**config.mk**
```make
export PLATFORM = sky130hd
export DESIGN_NAME = timestamp_to_tick_converter_unit
export DESIGN_NICKNAME = d
export VERILOG_FILES = /design/src/rtl/tsconv_pkg.sv /design/src/rtl/tsconv_dp.sv /design/src/rtl/tsconv_ctrl.sv /design/src/rtl/timestamp_to_tick_converter_unit.sv
export SDC_FILE = /design/constraint.sdc
export NUM_CORES = 1
export LEC_CHECK = 0
export BUFFER_PORTS_ARGS = -buffer_cell sky130_fd_sc_hd__buf_4
export CORE_MARGIN = 3
export CORE_UTILIZATION = 60
export DETAILED_ROUTE_END_ITERATION = 8
export PLACE_DENSITY = 0.82
export SYNTH_ARGS = -nofsm -noshare
export SYNTH_HDL_FRONTEND = slang
export SYNTH_SLANG_ARGS = --single-unit
export TNS_END_PERCENT = 100
```
**constraint.sdc**
```tcl
create_clock -name clk -period 4.4 [get_ports clk]
set_input_delay 1.1 -clock clk [delete_from_list [all_inputs] [get_ports clk]]
set_output_delay 1.1 -clock clk [all_outputs]
set_load 0.05 [all_outputs]
```
**src/rtl/tsconv_pkg.sv**
```systemverilog
package tsconv_pkg;

	localparam int TS_W   = 64;
	localparam int STEP_W = 40;
	localparam int TICK_W = 32;
	localparam int CNT_W  = 6;

	localparam logic [STEP_W-1:0] STEP_RESET = STEP_W'(1000);
	localparam logic [CNT_W-1:0]  CNT_LAST   = CNT_W'(TS_W - 1);

	// controller to datapath
	typedef struct packed {
		logic accept;
		logic add_rem;
		logic div_step;
		logic commit;
		logic load_out;
	} cmd_t;

	// datapath to controller
	typedef struct packed {
		logic started;
	} sts_t;

endpackage

```
**src/rtl/tsconv_dp.sv**
```systemverilog
module tsconv_dp (
	input  logic                              clk,
	input  logic                              arst_n,
	input  tsconv_pkg::cmd_t                  cmd,
	output tsconv_pkg::sts_t                  sts,
	input  logic [tsconv_pkg::TS_W-1:0]       timestamp,
	input  logic                              cfg_we,
	input  logic [tsconv_pkg::STEP_W-1:0]     cfg_step,
	output logic [tsconv_pkg::TICK_W-1:0]     tick_count
);

	logic [tsconv_pkg::STEP_W-1:0] step_q;
	logic                          started_q;
	logic [tsconv_pkg::TS_W-1:0]   anchor_q;
	logic [tsconv_pkg::STEP_W-1:0] rem_q;
	logic [tsconv_pkg::TICK_W-1:0] ticks_q;
	logic [tsconv_pkg::TS_W-1:0]   dvd_q;
	logic [tsconv_pkg::STEP_W-1:0] prem_q;
	logic [tsconv_pkg::TICK_W-1:0] out_q;

	logic [tsconv_pkg::STEP_W-1:0] divisor;
	logic [tsconv_pkg::STEP_W:0]   trial;
	logic [tsconv_pkg::STEP_W:0]   diff;
	logic                          qbit;

	// a zero step divides as one
	assign divisor = (step_q == '0) ? tsconv_pkg::STEP_W'(1) : step_q;
	assign trial   = {prem_q, dvd_q[tsconv_pkg::TS_W-1]};
	assign diff    = trial - {1'b0, divisor};
	assign qbit    = (trial >= {1'b0, divisor});

	always_ff @(posedge clk or negedge arst_n) begin
		if (!arst_n) begin
			step_q    <= tsconv_pkg::STEP_RESET;
			started_q <= 1'b0;
			anchor_q  <= '0;
			rem_q     <= '0;
			ticks_q   <= '0;
		end else begin
			if (cfg_we) begin
				step_q <= cfg_step;
			end
			if (cmd.accept) begin
				anchor_q <= timestamp;
				if (!started_q) begin
					started_q <= 1'b1;
					rem_q     <= '0;
					ticks_q   <= tsconv_pkg::TICK_W'(1);
				end
			end
			if (cmd.commit) begin
				rem_q   <= prem_q;
				ticks_q <= ticks_q + dvd_q[tsconv_pkg::TICK_W-1:0];
			end
		end
	end

	// restoring divider: dividend shifts out the top, quotient bits shift in below
	always_ff @(posedge clk) begin
		if (cmd.accept) begin
			dvd_q  <= timestamp - anchor_q;
			prem_q <= '0;
		end else if (cmd.add_rem) begin
			dvd_q <= dvd_q + {{(tsconv_pkg::TS_W-tsconv_pkg::STEP_W){1'b0}}, rem_q};
		end else if (cmd.div_step) begin
			dvd_q  <= {dvd_q[tsconv_pkg::TS_W-2:0], qbit};
			prem_q <= qbit ? diff[tsconv_pkg::STEP_W-1:0] : trial[tsconv_pkg::STEP_W-1:0];
		end
		if (cmd.load_out) begin
			out_q <= ticks_q;
		end
	end

	assign sts.started = started_q;
	assign tick_count  = out_q;

endmodule

```
**src/rtl/tsconv_ctrl.sv**
```systemverilog
module tsconv_ctrl (
	input  logic             clk,
	input  logic             arst_n,
	input  logic             in_valid,
	output logic             in_ready,
	output logic             out_valid,
	input  logic             out_ready,
	input  tsconv_pkg::sts_t sts,
	output tsconv_pkg::cmd_t cmd
);

	localparam logic [2:0] ST_IDLE   = 3'd0;
	localparam logic [2:0] ST_ADD    = 3'd1;
	localparam logic [2:0] ST_DIV    = 3'd2;
	localparam logic [2:0] ST_COMMIT = 3'd3;
	localparam logic [2:0] ST_OUT    = 3'd4;

	logic [2:0]                   state_q;
	logic [2:0]                   state_d;
	logic [tsconv_pkg::CNT_W-1:0] cnt_q;
	logic                         out_valid_q;
	logic                         out_free;

	assign in_ready = (state_q == ST_IDLE);
	assign out_free = !out_valid_q || out_ready;

	always_comb begin
		cmd      = '0;
		state_d  = state_q;
		case (state_q)
			ST_IDLE: begin
				if (in_valid) begin
					cmd.accept = 1'b1;
					state_d    = sts.started ? ST_ADD : ST_OUT;
				end
			end
			ST_ADD: begin
				cmd.add_rem = 1'b1;
				state_d     = ST_DIV;
			end
			ST_DIV: begin
				cmd.div_step = 1'b1;
				if (cnt_q == tsconv_pkg::CNT_LAST) begin
					state_d = ST_COMMIT;
				end
			end
			ST_COMMIT: begin
				cmd.commit = 1'b1;
				state_d    = ST_OUT;
			end
			ST_OUT: begin
				// hold until the output register is free
				if (out_free) begin
					cmd.load_out = 1'b1;
					state_d      = ST_IDLE;
				end
			end
			default: begin
				state_d = ST_IDLE;
			end
		endcase
	end

	always_ff @(posedge clk or negedge arst_n) begin
		if (!arst_n) begin
			state_q     <= ST_IDLE;
			cnt_q       <= '0;
			out_valid_q <= 1'b0;
		end else begin
			state_q <= state_d;
			if (cmd.div_step) begin
				cnt_q <= cnt_q + tsconv_pkg::CNT_W'(1);
			end else begin
				cnt_q <= '0;
			end
			if (cmd.load_out) begin
				out_valid_q <= 1'b1;
			end else if (out_ready) begin
				out_valid_q <= 1'b0;
			end
		end
	end

	assign out_valid = out_valid_q;

endmodule

```
**src/rtl/timestamp_to_tick_converter_unit.sv**
```systemverilog
// Converts 64-bit timebase samples into a 32-bit tick count, one tick per
// step_counts timebase counts (reset value 1000; a step of 0 acts as 1). The
// first sample after reset sets the anchor and returns 1; each later sample
// adds (sample - anchor + carried remainder) / step to the count. A first
// sample goes straight to the output load; a later sample passes through the
// remainder add, the restoring divider that retires one quotient bit per
// cycle, the commit and the output load. The output load waits until the
// output register is free. One sample is in work at a time; a finished result
// waits in the output register while the next sample is taken. Step writes
// are always accepted and must be made while no sample is in work.
module timestamp_to_tick_converter_unit (
	input  logic                              clk,
	input  logic                              arst_n,
	input  logic                              s_axis_tvalid,
	output logic                              s_axis_tready,
	input  logic [tsconv_pkg::TS_W-1:0]       s_axis_tdata,  // [63:0] timestamp
	output logic                              m_axis_tvalid,
	input  logic                              m_axis_tready,
	output logic [tsconv_pkg::TICK_W-1:0]     m_axis_tdata,  // [31:0] tick_count
	input  logic                              cfg_valid,
	output logic                              cfg_ready,
	input  logic [tsconv_pkg::STEP_W-1:0]     cfg_data
);

	tsconv_pkg::cmd_t cmd;
	tsconv_pkg::sts_t sts;

	assign cfg_ready = 1'b1;

	tsconv_ctrl u_ctrl (
		.clk       (clk),
		.arst_n    (arst_n),
		.in_valid  (s_axis_tvalid),
		.in_ready  (s_axis_tready),
		.out_valid (m_axis_tvalid),
		.out_ready (m_axis_tready),
		.sts       (sts),
		.cmd       (cmd)
	);

	tsconv_dp u_dp (
		.clk        (clk),
		.arst_n     (arst_n),
		.cmd        (cmd),
		.sts        (sts),
		.timestamp  (s_axis_tdata),
		.cfg_we     (cfg_valid && cfg_ready),
		.cfg_step   (cfg_data),
		.tick_count (m_axis_tdata)
	);

	a_no_accept_in_div: assert property (@(posedge clk) disable iff (!arst_n)
		cmd.div_step |-> !s_axis_tready)
		else $error("input taken during division");

	a_load_shows_valid: assert property (@(posedge clk) disable iff (!arst_n)
		cmd.load_out |=> m_axis_tvalid)
		else $error("loaded result not presented");

	a_commit_after_div: assert property (@(posedge clk) disable iff (!arst_n)
		cmd.commit |-> $past(cmd.div_step))
		else $error("commit without division");

	a_first_skips_div: assert property (@(posedge clk) disable iff (!arst_n)
		(cmd.accept && !sts.started) |=> !cmd.add_rem && !cmd.div_step)
		else $error("first sample sent to divider");

endmodule

```
==> results of run 1 <==
[cell type report]
type | count | area, sq um | share of cell area, %
multi-input cells | 2012 | 13200 | 51.1
flip-flops and latches | 323 | 8370 | 32.3
repair buffers | 229 | 1740 | 6.71
clock buffers | 55 | 1140 | 4.39
well taps | 504 | 631 | 2.43
inverters | 154 | 578 | 2.23
clock inverters | 17 | 214 | 0.826
[layer usage]
layer / share of wire, % / vias up / GRT usage, %
met3: 5.1 / 166 / 3.57
met5: 0 / - / 0
met2: 47 / 681 / 48.7
li1: - / 9805 / -
met1: 44 / 9623 / 39.3
met4: 4.1 / 0 / 12.4
[power by group]
part	internal [mW]	switching, mW
registers	4.62	1.10
logic	5.60	7.91
clock network	2.01	1.38
[layout by cell type, fill, tap and decap left out, drive strengths merged, types with 96 or more instances in the layout]
cell,n
edfxtp,96
o21ai,273
a21oi,251
a21o,115
ha,175
xnor2,98
buf,228
nor2,135
dfrtp,181
inv,157
nand2,292
[cells by family (layout without fill, tap and decap cells)]
kind of cell / count (synthesis) / in the layout
buffers and inverters: 293 / 455
AOI/OAI and AO/OA: 940 / 940
and+or+nand+nor: 689 / 689
other: 1 / 1
adders and majority gates: 179 / 179
DFF: 323 / 323
muxes: 38 / 38
xor gates and xnor gates: 165 / 165
[cells in the mapped netlist (all sizes together), types with 34 or more instances]
cell    count  area, sq um
xor2       67          587
dfxtp      40          801
inv       154          578
o21bai     35          263
mux2i      36          360
nor3       35          175
nand4      45          282
nor2      135          507
a21o      115          865
dfrtp     181         4530
nand2     292         1100
nand3      47          235
a22o       47          412
clkbuf    126          474
a21oi     251         1260
edfxtp     96         2880
xnor2      98          858
a211oi     34          255
o21ai     273         1370
ha        175         2190
[worst reg2reg max path: cells and delay by family (launching register included)]
family,cells,cell delay (ns)
AO/OA/AOI/OAI,9,1.93
AND/OR/NAND/NOR,4,0.85
adder cells (fa/ha/maj),2,0.56
flip-flops,1,0.39
buffers and inverters,2,0.22
XOR/XNOR,1,0.12
[sequential cells by signal (all words and copies together) (netlist names), 3 cells and up]
name / count
u_dp.step_q: 40
u_dp.rem_q: 40
u_dp.prem_q: 40
u_ctrl.state_q: 3
u_dp.dvd_q: 64
u_dp.ticks_q: 32
u_ctrl.cnt_q: 6
u_dp.tick_count: 32
u_dp.anchor_q: 64
[repair_timing]
item,4_1_cts,5_1_grt
endpoints found under the hold margin,0,0
hold buffers,0,0
gates resized for setup,0,10
setup endpoints to repair,0,39
[path summary, 6_finish.rpt]
kind / endpoint / startpoint / cells past startpoint
max: u_dp.prem_q[36]$_SDFFE_PP0P_ / u_dp.step_q[32]$_DFFE_PN0P_ / 18
max reg2reg: u_dp.prem_q[36]$_SDFFE_PP0P_ / u_dp.step_q[32]$_DFFE_PN0P_ / 18
min in group asynchronous: u_dp.step_q[14]$_DFFE_PN0P_ / arst_n / 1
max in group asynchronous: u_dp.step_q[34]$_DFFE_PN0P_ / arst_n / 2
min: u_dp.tick_count[31]$_DFFE_PP_ / u_dp.ticks_q[31]$_DFFE_PN0P_ / 0
min reg2reg: u_dp.tick_count[31]$_DFFE_PP_ / u_dp.ticks_q[31]$_DFFE_PN0P_ / 0
[through the flow]
step,cells,hold slack (ns),utilization [%]
after floorplan,2628,0.425,-
after global placement,3222,0.432,66.3
after detailed placement,3222,0.435,66.3
after CTS,3294,0.448,70.0
after global routing,3294,0.465,70.1
final,3294,0.446,70.1
==> metrics.txt, run 1 <==
status complete, no violations; gr ovfl total 0; slowest CP cell dfrtp_1; Synth Area in Adders between 10% and 20%; syn_nets between 2000 and 3000; largest net degree at the start of global routing 83; CP bufs+invs 2; worst-skew pair later-pin latency 0.58 ns; Top FF cell, synth dfrtp_1; worst vdd ir roughly 560 uV; Chip Height around 200 um; Mapped Cells 2628; synth warn 0; total track usage between 20% and 30%; WS Path Type reg -> reg; Synth cell types 83; 1st-pass router iterations 6; worst reg-to-reg setup slack approximately 0.22 ns; crit path cell chain nor4_2 -> nand4_1 -> o31ai_2 -> buf_4 -> ha_1 -> inv_1 -> fa_1 -> a21o_1 -> a211oi_1 -> o21ba_2 -> a2111o_1 -> a21oi_1 -> nor2_1 -> o21bai_1 -> a31oi_1 -> xnor2_1 -> a211oi_1 -> nor2_1; Worst path max stage delay 0.39 ns; Synth Area in XOR/XNOR 6.37%; DIE WIDTH between 200 and 250 um; CP max FO 3; Clock Tree Root clkbuf_16; RSZ-0062 raised after global routing false; initial core utilization about three fifths; Worst EP required 4.85 ns; Tcrit/Tclk final 95.0%; Diodes inserted 0; Mean Syn Cell Area roughly 8.6 sq um; pwr dens 873 nW/um^2; Yosys reg bits 323; largest family of logic cells by synthesized area compound AO/OA/AOI/OAI gates; compound-gate portion of the synthesized area 26.0%; row count 70; minimum clock period approximately 4.2 ns; Clock Tree Buf Depth 3; final slew viol count 0; Max Freq between 0.2 and 0.25 GHz; crit end category flip-flop; Hold Violations, Final 0; Routed WL 60700 um; Setup Buffers After CTS 0; max cap viols 0; Mapped Area 22700 sq um; Core ar. 37000 sq um; initial antenna violation count 0; die area 40200 sq um; clk_skew 0.0211 ns; Synth-to-Final Area Change 14.2%; port buffer count 142; I/O Pins 144; Worst-Margin Slew 1.13 ns; gpl congestion between 0.9 and 1; startpoint types flip-flop; Post-synth EDFFs 96; final setup vio count 0; Place WS -0.291 ns; Final WS setup around 0.22 ns; Clk pin slew, worst setup/hold paths around 0.06 ns; hpwl dp 45600 um; vias in the first global route 19600; FFs w/ async S/R, synth approximately 58%; max-slew headroom at the worst pin 25.0%; vias around 20000; clock sink count 323; setup TNS 0 ns; CP top delay family compound AO/OA/AOI/OAI gates; total power 22.6 mW; antenna-violating nets left 0; Final nets approximately 3000; post-synthesis mux area share 1.69%; TritonCTS clock tree done; H-tree depth 2; dpl cell area roughly 25000 sq um; hold crit path type reg -> reg; first-pass GRT wire length 98800 um; DR WL/cell ~18 um; DRC 0; post-synthesis simple-gate area fraction 14.0%; sequential-to-total area share from yosys stat 36.9%; Leak Pwr 11.8 nW; worst endpoint data arrival time 4.62 ns; routed vias/inst 6.16; initial DRC count about 1600; Layout Cell Area excl Fill around 26000 sq um; layout cells sized above 1 ~12%; # fillers roughly 3000; Inserted Clock Buffers 39
No activity file was read; power rests on OpenSTA's default activity.
==> inputs of run 2 (changes only) <==
Settings changed: CORE_ASPECT_RATIO set to 1.4, SKIP_CTS_REPAIR_TIMING set to 1.
==> run 2 against run 1 <==
  * Register-to-register slack barely moved
  * Sequential share of layout area rose by 0.20 points
  * Sequential power barely moved
  * Critical path type unchanged
  * Critical endpoint is now u_dp.prem_q[38]$_SDFFE_PP0P_
  * Largest power group unchanged
  * Highest routed layer unchanged
==> metrics.txt, run 2 (synthesized netlist as in run 1, its figures left out) <==
status complete, no violations; clk_skew 0.0248 ns; # fillers 2976; initial core utilization 61.3%; worst-skew pair later-pin latency 0.55 ns; routed vias/inst 6.26; gr ovfl total 0; DR WL/cell 19.0 um; DIE WIDTH 170 um; die area 40200 sq um; Final nets approximately 3000; Multi-input gate area 13200 sq um; startpoint types flip-flop; initial antenna violation count 0; hpwl dp 45800 um; commonest non-fill, non-tap cell in the layout nand2_1; 1st-pass router iterations 6; Layout Cell Area excl Fill 25800 sq um; worst endpoint data arrival time 4.67 ns; first-pass GRT wire length roughly 100000 um; TritonCTS clock tree done; Core ar. 37000 sq um; commonest non-fill, non-tap cells in the layout 291 x nand2_1, 267 x o21ai_0, 251 x a21oi_1, 215 x buf_4, 181 x dfrtp_1; Inserted Clock Buffers 36; port buffer count 142; Final WS setup 0.208 ns; Leak Pwr 11.7 nW; slowest CP cell nor4_1; final setup vio count 0; Clock Tree Root clkbuf_16; Worst EP required 4.87 ns; Worst path max stage delay ~0.47 ns; largest registers u_dp.anchor_q (64), u_dp.dvd_q (64); Routed WL 61700 um; crit end category flip-flop; clock sink count 323; Worst-Margin Slew 0.969 ns; Hold Violations, Final 0; dpl cell area 24500 sq um; largest net degree at the start of global routing 94; row count 83; Chip Height 236 um; vias in the first global route just under 20000; pwr dens slightly below 900 nW/um^2; minimum clock period 4.19 ns; Tcrit/Tclk final between 90 and 100%; Worst path most repeated cell a21oi_1; total track usage a little under a third; H-tree depth 2; Cells after DPL about 3200; vias 20300; Place WS -0.189 ns; antenna-violating nets left 0; DRC 0; crit path cell chain nor4_1 -> nand4_1 -> o31ai_1 -> buf_4 -> ha_1 -> inv_1 -> fa_1 -> a21o_1 -> a211oi_1 -> o21ba_2 -> a2111o_1 -> a21oi_1 -> o211ai_1 -> nand4b_1 -> a211oi_2 -> xnor2_1 -> nand2_1 -> a21oi_1; layout cells sized above 1 11.6%; Synth-to-Final Area Change 13.5%; Post-Route Utilization 69.7%; final slew viol count 0; CP max FO 3; Diodes inserted 0; I/O Pins roughly 140; max-slew headroom at the worst pin 35.4%; Clk pin slew, worst setup/hold paths 0.07 ns; Hold Slack 0.473 ns; gpl congestion ~0.95; RSZ-0062 raised after global routing false; max cap viols 0; worst vdd ir 538 uV; WS Path Type reg -> reg; Clock Tree Buf Depth 3; register area ~8400 sq um; hold crit path type reg -> reg; Non-Filler Instances 3243; initial DRC count 1573; Max Freq 0.239 GHz
-- run 2: per-stage QoR --
stage | setup TNS (ns) | power, mW
floorplan | 0 | 15.3
global placement | -0.346 | 18.6
detailed placement | -0.705 | 18.9
CTS | 0 | 22.3
global route | 0 | 24.1
finish | 0 | 22.5
-- run 2: cell type report --
cell class	instances	area share [%]
well taps	467	2.27
flip-flops and latches	323	32.5
repair buffers	222	6.79
inverters	154	2.24
clock buffers	44	3.90
multi-input cells	2012	51.4
clock inverters	21	0.923
-- run 2: worst paths after layout --
check,startpoint,to,slack (ns),cells past startpoint
setup / recovery,u_dp.step_q[11]$_DFFE_PN0P_,u_dp.prem_q[38]$_SDFFE_PP0P_,0.21,18
hold / removal,u_dp.ticks_q[31]$_DFFE_PN0P_,u_dp.tick_count[31]$_DFFE_PP_,0.47,0
setup reg to reg,u_dp.step_q[11]$_DFFE_PN0P_,u_dp.prem_q[38]$_SDFFE_PP0P_,0.21,18
hold reg to reg,u_dp.ticks_q[31]$_DFFE_PN0P_,u_dp.tick_count[31]$_DFFE_PP_,0.47,0
max in group asynchronous,arst_n,u_dp.step_q[3]$_DFFE_PN1P_,2.75,2
min in group asynchronous,arst_n,u_dp.rem_q[6]$_DFFE_PN0P_,0.63,1
-- run 2: critical path: cells and delay by family (launching register included) --
family          cells  cell delay, ns
compound gates      9            1.92
fa+ha+maj           2            0.56
buf+inv             2            0.22
flops               1            0.38
xor+xnor            1            0.15
simple gates        4            0.90
-- run 2: power by group --
group	total (mW)	internal [mW]	switching (mW)
sequential	5.69	4.60	1.09
combinational	13.6	5.61	8.00
clock	3.16	1.88	1.28
-- run 2: routing by layer --
metal | GRT usage [%] | vias up | wire [um]
met5 | 0 | - | 0
met4 | 10.8 | 0 | 2310
met3 | 3.13 | 154 | 3480
met2 | 50.8 | 718 | 30100
met1 | 39.8 | 9676 | 25800
li1 | - | 9756 | -
==> inputs of run 3 (changes only) <==
Settings changed: ABC_AREA set to 1, PLACE_DENSITY 0.82 to 0.81.
Clock period 4.4 ns to 4.9 ns, I/O delays scaled along.
==> run 3 against run 2 <==
  * Clock skew grew 0.011 ns
  * Area after synthesis increased by 22%
  * Sequential share of layout area down 5.2 points
  * Non-clock buffer count down 61
  * Routed wire length is 59% higher
  * First-iteration DRC count is 77% higher
  * Cell count rose by 59%
  * Global-route usage up 9.2 points
  * Worst hold slack better by 0.0097 ns
  * Final area rose by 19%
  * Sequential cell count did not move
  * Via count is 44% higher
  * Critical path type unchanged
  * Critical endpoint is now u_dp.prem_q[30]$_SDFFE_PP0P_
  * Largest power group unchanged
==> metrics.txt, run 3 <==
top-area cell type share of the netlist area 18.8%; status complete, no violations; initial antenna violation count 0; Final nets 4793; sequential-to-total area share from yosys stat 30.3%; hold crit path type reg -> reg; Worst-Margin Slew 1.31 ns; CP max FO 4; H-tree depth 2; Post-Route Utilization 67.5%; post-synth top area cell nand2_1; minimum clock period 3.51 ns; DIE WIDTH 187 um; initial core utilization 61.0%; Worst Setup SP u_dp.step_q[38]$_DFFE_PN0P_; Yosys reg bits 323; crit end category flip-flop; layout cells sized above 1 6.33%; Top FF cell, synth dfrtp_1; final slew viol count 0; Leak Pwr 15.6 nW; largest registers u_dp.anchor_q (64), u_dp.dvd_q (64); Core ar. approximately 45000 sq um; Diodes inserted 0; DRC 0; final setup vio count 0; vias 29300; Hold Violations, Final 0; Clock Tree Root clkbuf_16; Worst Setup EP u_dp.prem_q[30]$_SDFFE_PP0P_; Clock Tree Buf Depth 3; port buffer count 142; routed vias/inst 5.70; clock sink count 323; commonest non-fill, non-tap cells in the layout 1387 x nand2_1, 723 x inv_1, 415 x nor2_1, 347 x o21ai_0, 296 x nand3_1; vias in the first global route 28000; total track usage about 40%; worst endpoint data arrival time 4.01 ns; Inserted Clock Buffers 36; initial DRC count approximately 2800; Max Freq 0.285 GHz; Clk pin slew, worst setup/hold paths 0.07 ns; Synth area leaders nand2_1 19%, dfrtp_1 16%, edfxtp_1 10%; Chip Height 260 um; RSZ-0062 raised after global routing false; gpl congestion between 1 and 1.5; synth warn 0; Mapped Cells 4396; antenna-violating nets left 0; max cap viols 0; 1st-pass router iterations 6; first-pass GRT wire length between 100000 and 150000 um; gr ovfl total 0; count leader, synth nand2_1; Worst EP required 5.40 ns; Mean Syn Cell Area ~6.3 sq um; worst reg-to-reg path cell count 19; WS Path Type reg -> reg; Critical R2R Capture u_dp.prem_q[30]$_SDFFE_PP0P_; Synth-to-Final Area Change 10.6%; worst vdd ir approximately 500 uV; row count 92; largest net degree at the start of global routing 120; TritonCTS clock tree done; worst reg-to-reg setup slack 1.39 ns; pwr dens between 700 and 800 nW/um^2; die area around 49000 sq um; FF-to-FF Start u_dp.step_q[38]$_DFFE_PN0P_; Tcrit/Tclk final 71.5%; commonest non-fill, non-tap cell in the layout nand2_1; Commonest cells post-synth 1387 x nand2_1, 723 x inv_1, 416 x nor2_1; syn_nets 4684; max-slew headroom at the worst pin about 12%; hpwl dp 78900 um; Post-synth EDFFs 96; setup TNS 0 ns; worst-skew pair later-pin latency 0.58 ns; FFs w/ async S/R, synth 57.9%; DR WL/cell roughly 19 um; clk_skew 0.0358 ns; I/O Pins 144; Mapped Area approximately 28000 sq um; Routed WL 97900 um; startpoint types flip-flop; Synth cell types 57
-- run 3: changes by cell type in the layout (fill, tap and decap cells not counted), sizes merged, moves of 45 or more --
| cell | change |
|---|---|
| a21o | -108 |
| a22o | -45 |
| buf | -61 |
| inv | +568 |
| nand2 | +1103 |
| nand3 | +260 |
| nor2 | +292 |
| o21ai | +97 |
| xnor2 | -73 |
-- run 3: layout make-up --
type | instances | area, sq um
fill | 4174 | 14700
timing repair buffer | 161 | 1260
clock inverter | 23 | 269
inverter | 734 | 2760
multi-input combinational | 3249 | 16200
tap | 611 | 764
sequential | 323 | 8370
clock buffer | 43 | 1030
-- run 3: logic make-up (layout without fill, tap and decap cells) --
logic type | count (synthesis) | in the layout | synth area share [%]
buf+inv | 824 | 961 | 11.5
other cells | 1 | 1 | 0.0136
compound gates | 754 | 754 | 14.6
xor+xnor | 61 | 61 | 1.93
simple gates | 2254 | 2254 | 33.5
fa+ha+maj | 179 | 179 | 8.20
flops | 323 | 323 | 30.3
-- run 3: routing by layer --
| metal | wire, um | GRT usage (%) |
|---|---|---|
| met1 | 37300 | 45.8 |
| met3 | 7210 | 5.26 |
| met2 | 45200 | 66.6 |
| met5 | 0 | 0 |
| met4 | 8280 | 27.9 |
-- run 3: how the worst min path moves through the flow --
stage | from | depth (start not counted) | slack (ns) | endpoint
2_1_floorplan | u_ctrl.cnt_q[0]$_DFF_PN0_ | 1 | 0.43 | u_ctrl.cnt_q[0]$_DFF_PN0_
3_3_place_gp | u_ctrl.cnt_q[0]$_DFF_PN0_ | 1 | 0.45 | u_ctrl.cnt_q[0]$_DFF_PN0_
3_5_place_dp | u_dp.ticks_q[15]$_DFFE_PN0P_ | 0 | 0.47 | u_dp.tick_count[15]$_DFFE_PP_
4_1_cts | u_ctrl.cnt_q[0]$_DFF_PN0_ | 1 | 0.49 | u_ctrl.cnt_q[0]$_DFF_PN0_
5_1_grt | u_dp.ticks_q[26]$_DFFE_PN0P_ | 0 | 0.50 | u_dp.tick_count[26]$_DFFE_PP_
6_report | u_ctrl.cnt_q[0]$_DFF_PN0_ | 1 | 0.48 | u_ctrl.cnt_q[0]$_DFF_PN0_
-- run 3: critical path, stage by stage, from the launching register on --
cell and delay, ns:
dfrtp_1 0.38, inv_1 0.10, nand4_1 0.10, nor3_1 0.23, nand4_1 0.29, o41ai_1 0.40, ha_1 0.20, inv_1 0.08
fa_1 0.43, nand2_1 0.09, nand3_1 0.17, nand2_1 0.11, nand3_1 0.15, nand2_1 0.17, nand2_1 0.07, nand2_1 0.06
nand2_1 0.07, nand2_1 0.09, nand3_1 0.09, a21oi_1 0.16
-- run 3: stage by stage --
stage	hold WS (ns)	area, sq um	instances	total power [mW]	setup WS, ns
6_report	0.483	30600	5144	21.8	1.39
3_3_place_gp	0.448	29300	5078	18.1	1.18
4_1_cts	0.487	30600	5144	21.4	1.48
2_1_floorplan	0.433	27700	4396	14.1	0.632
3_5_place_dp	0.472	29300	5078	18.3	1.10
5_1_grt	0.501	30600	5144	23.4	1.20
-- run 3: power by group --
part | internal (mW) | switching [mW] | leakage, nW | total (mW)
sequential | 4.10 | 1.11 | 3.58 | 5.21
combinational | 4.19 | 9.39 | 11.4 | 13.6
clock | 1.78 | 1.22 | 0.632 | 2.99
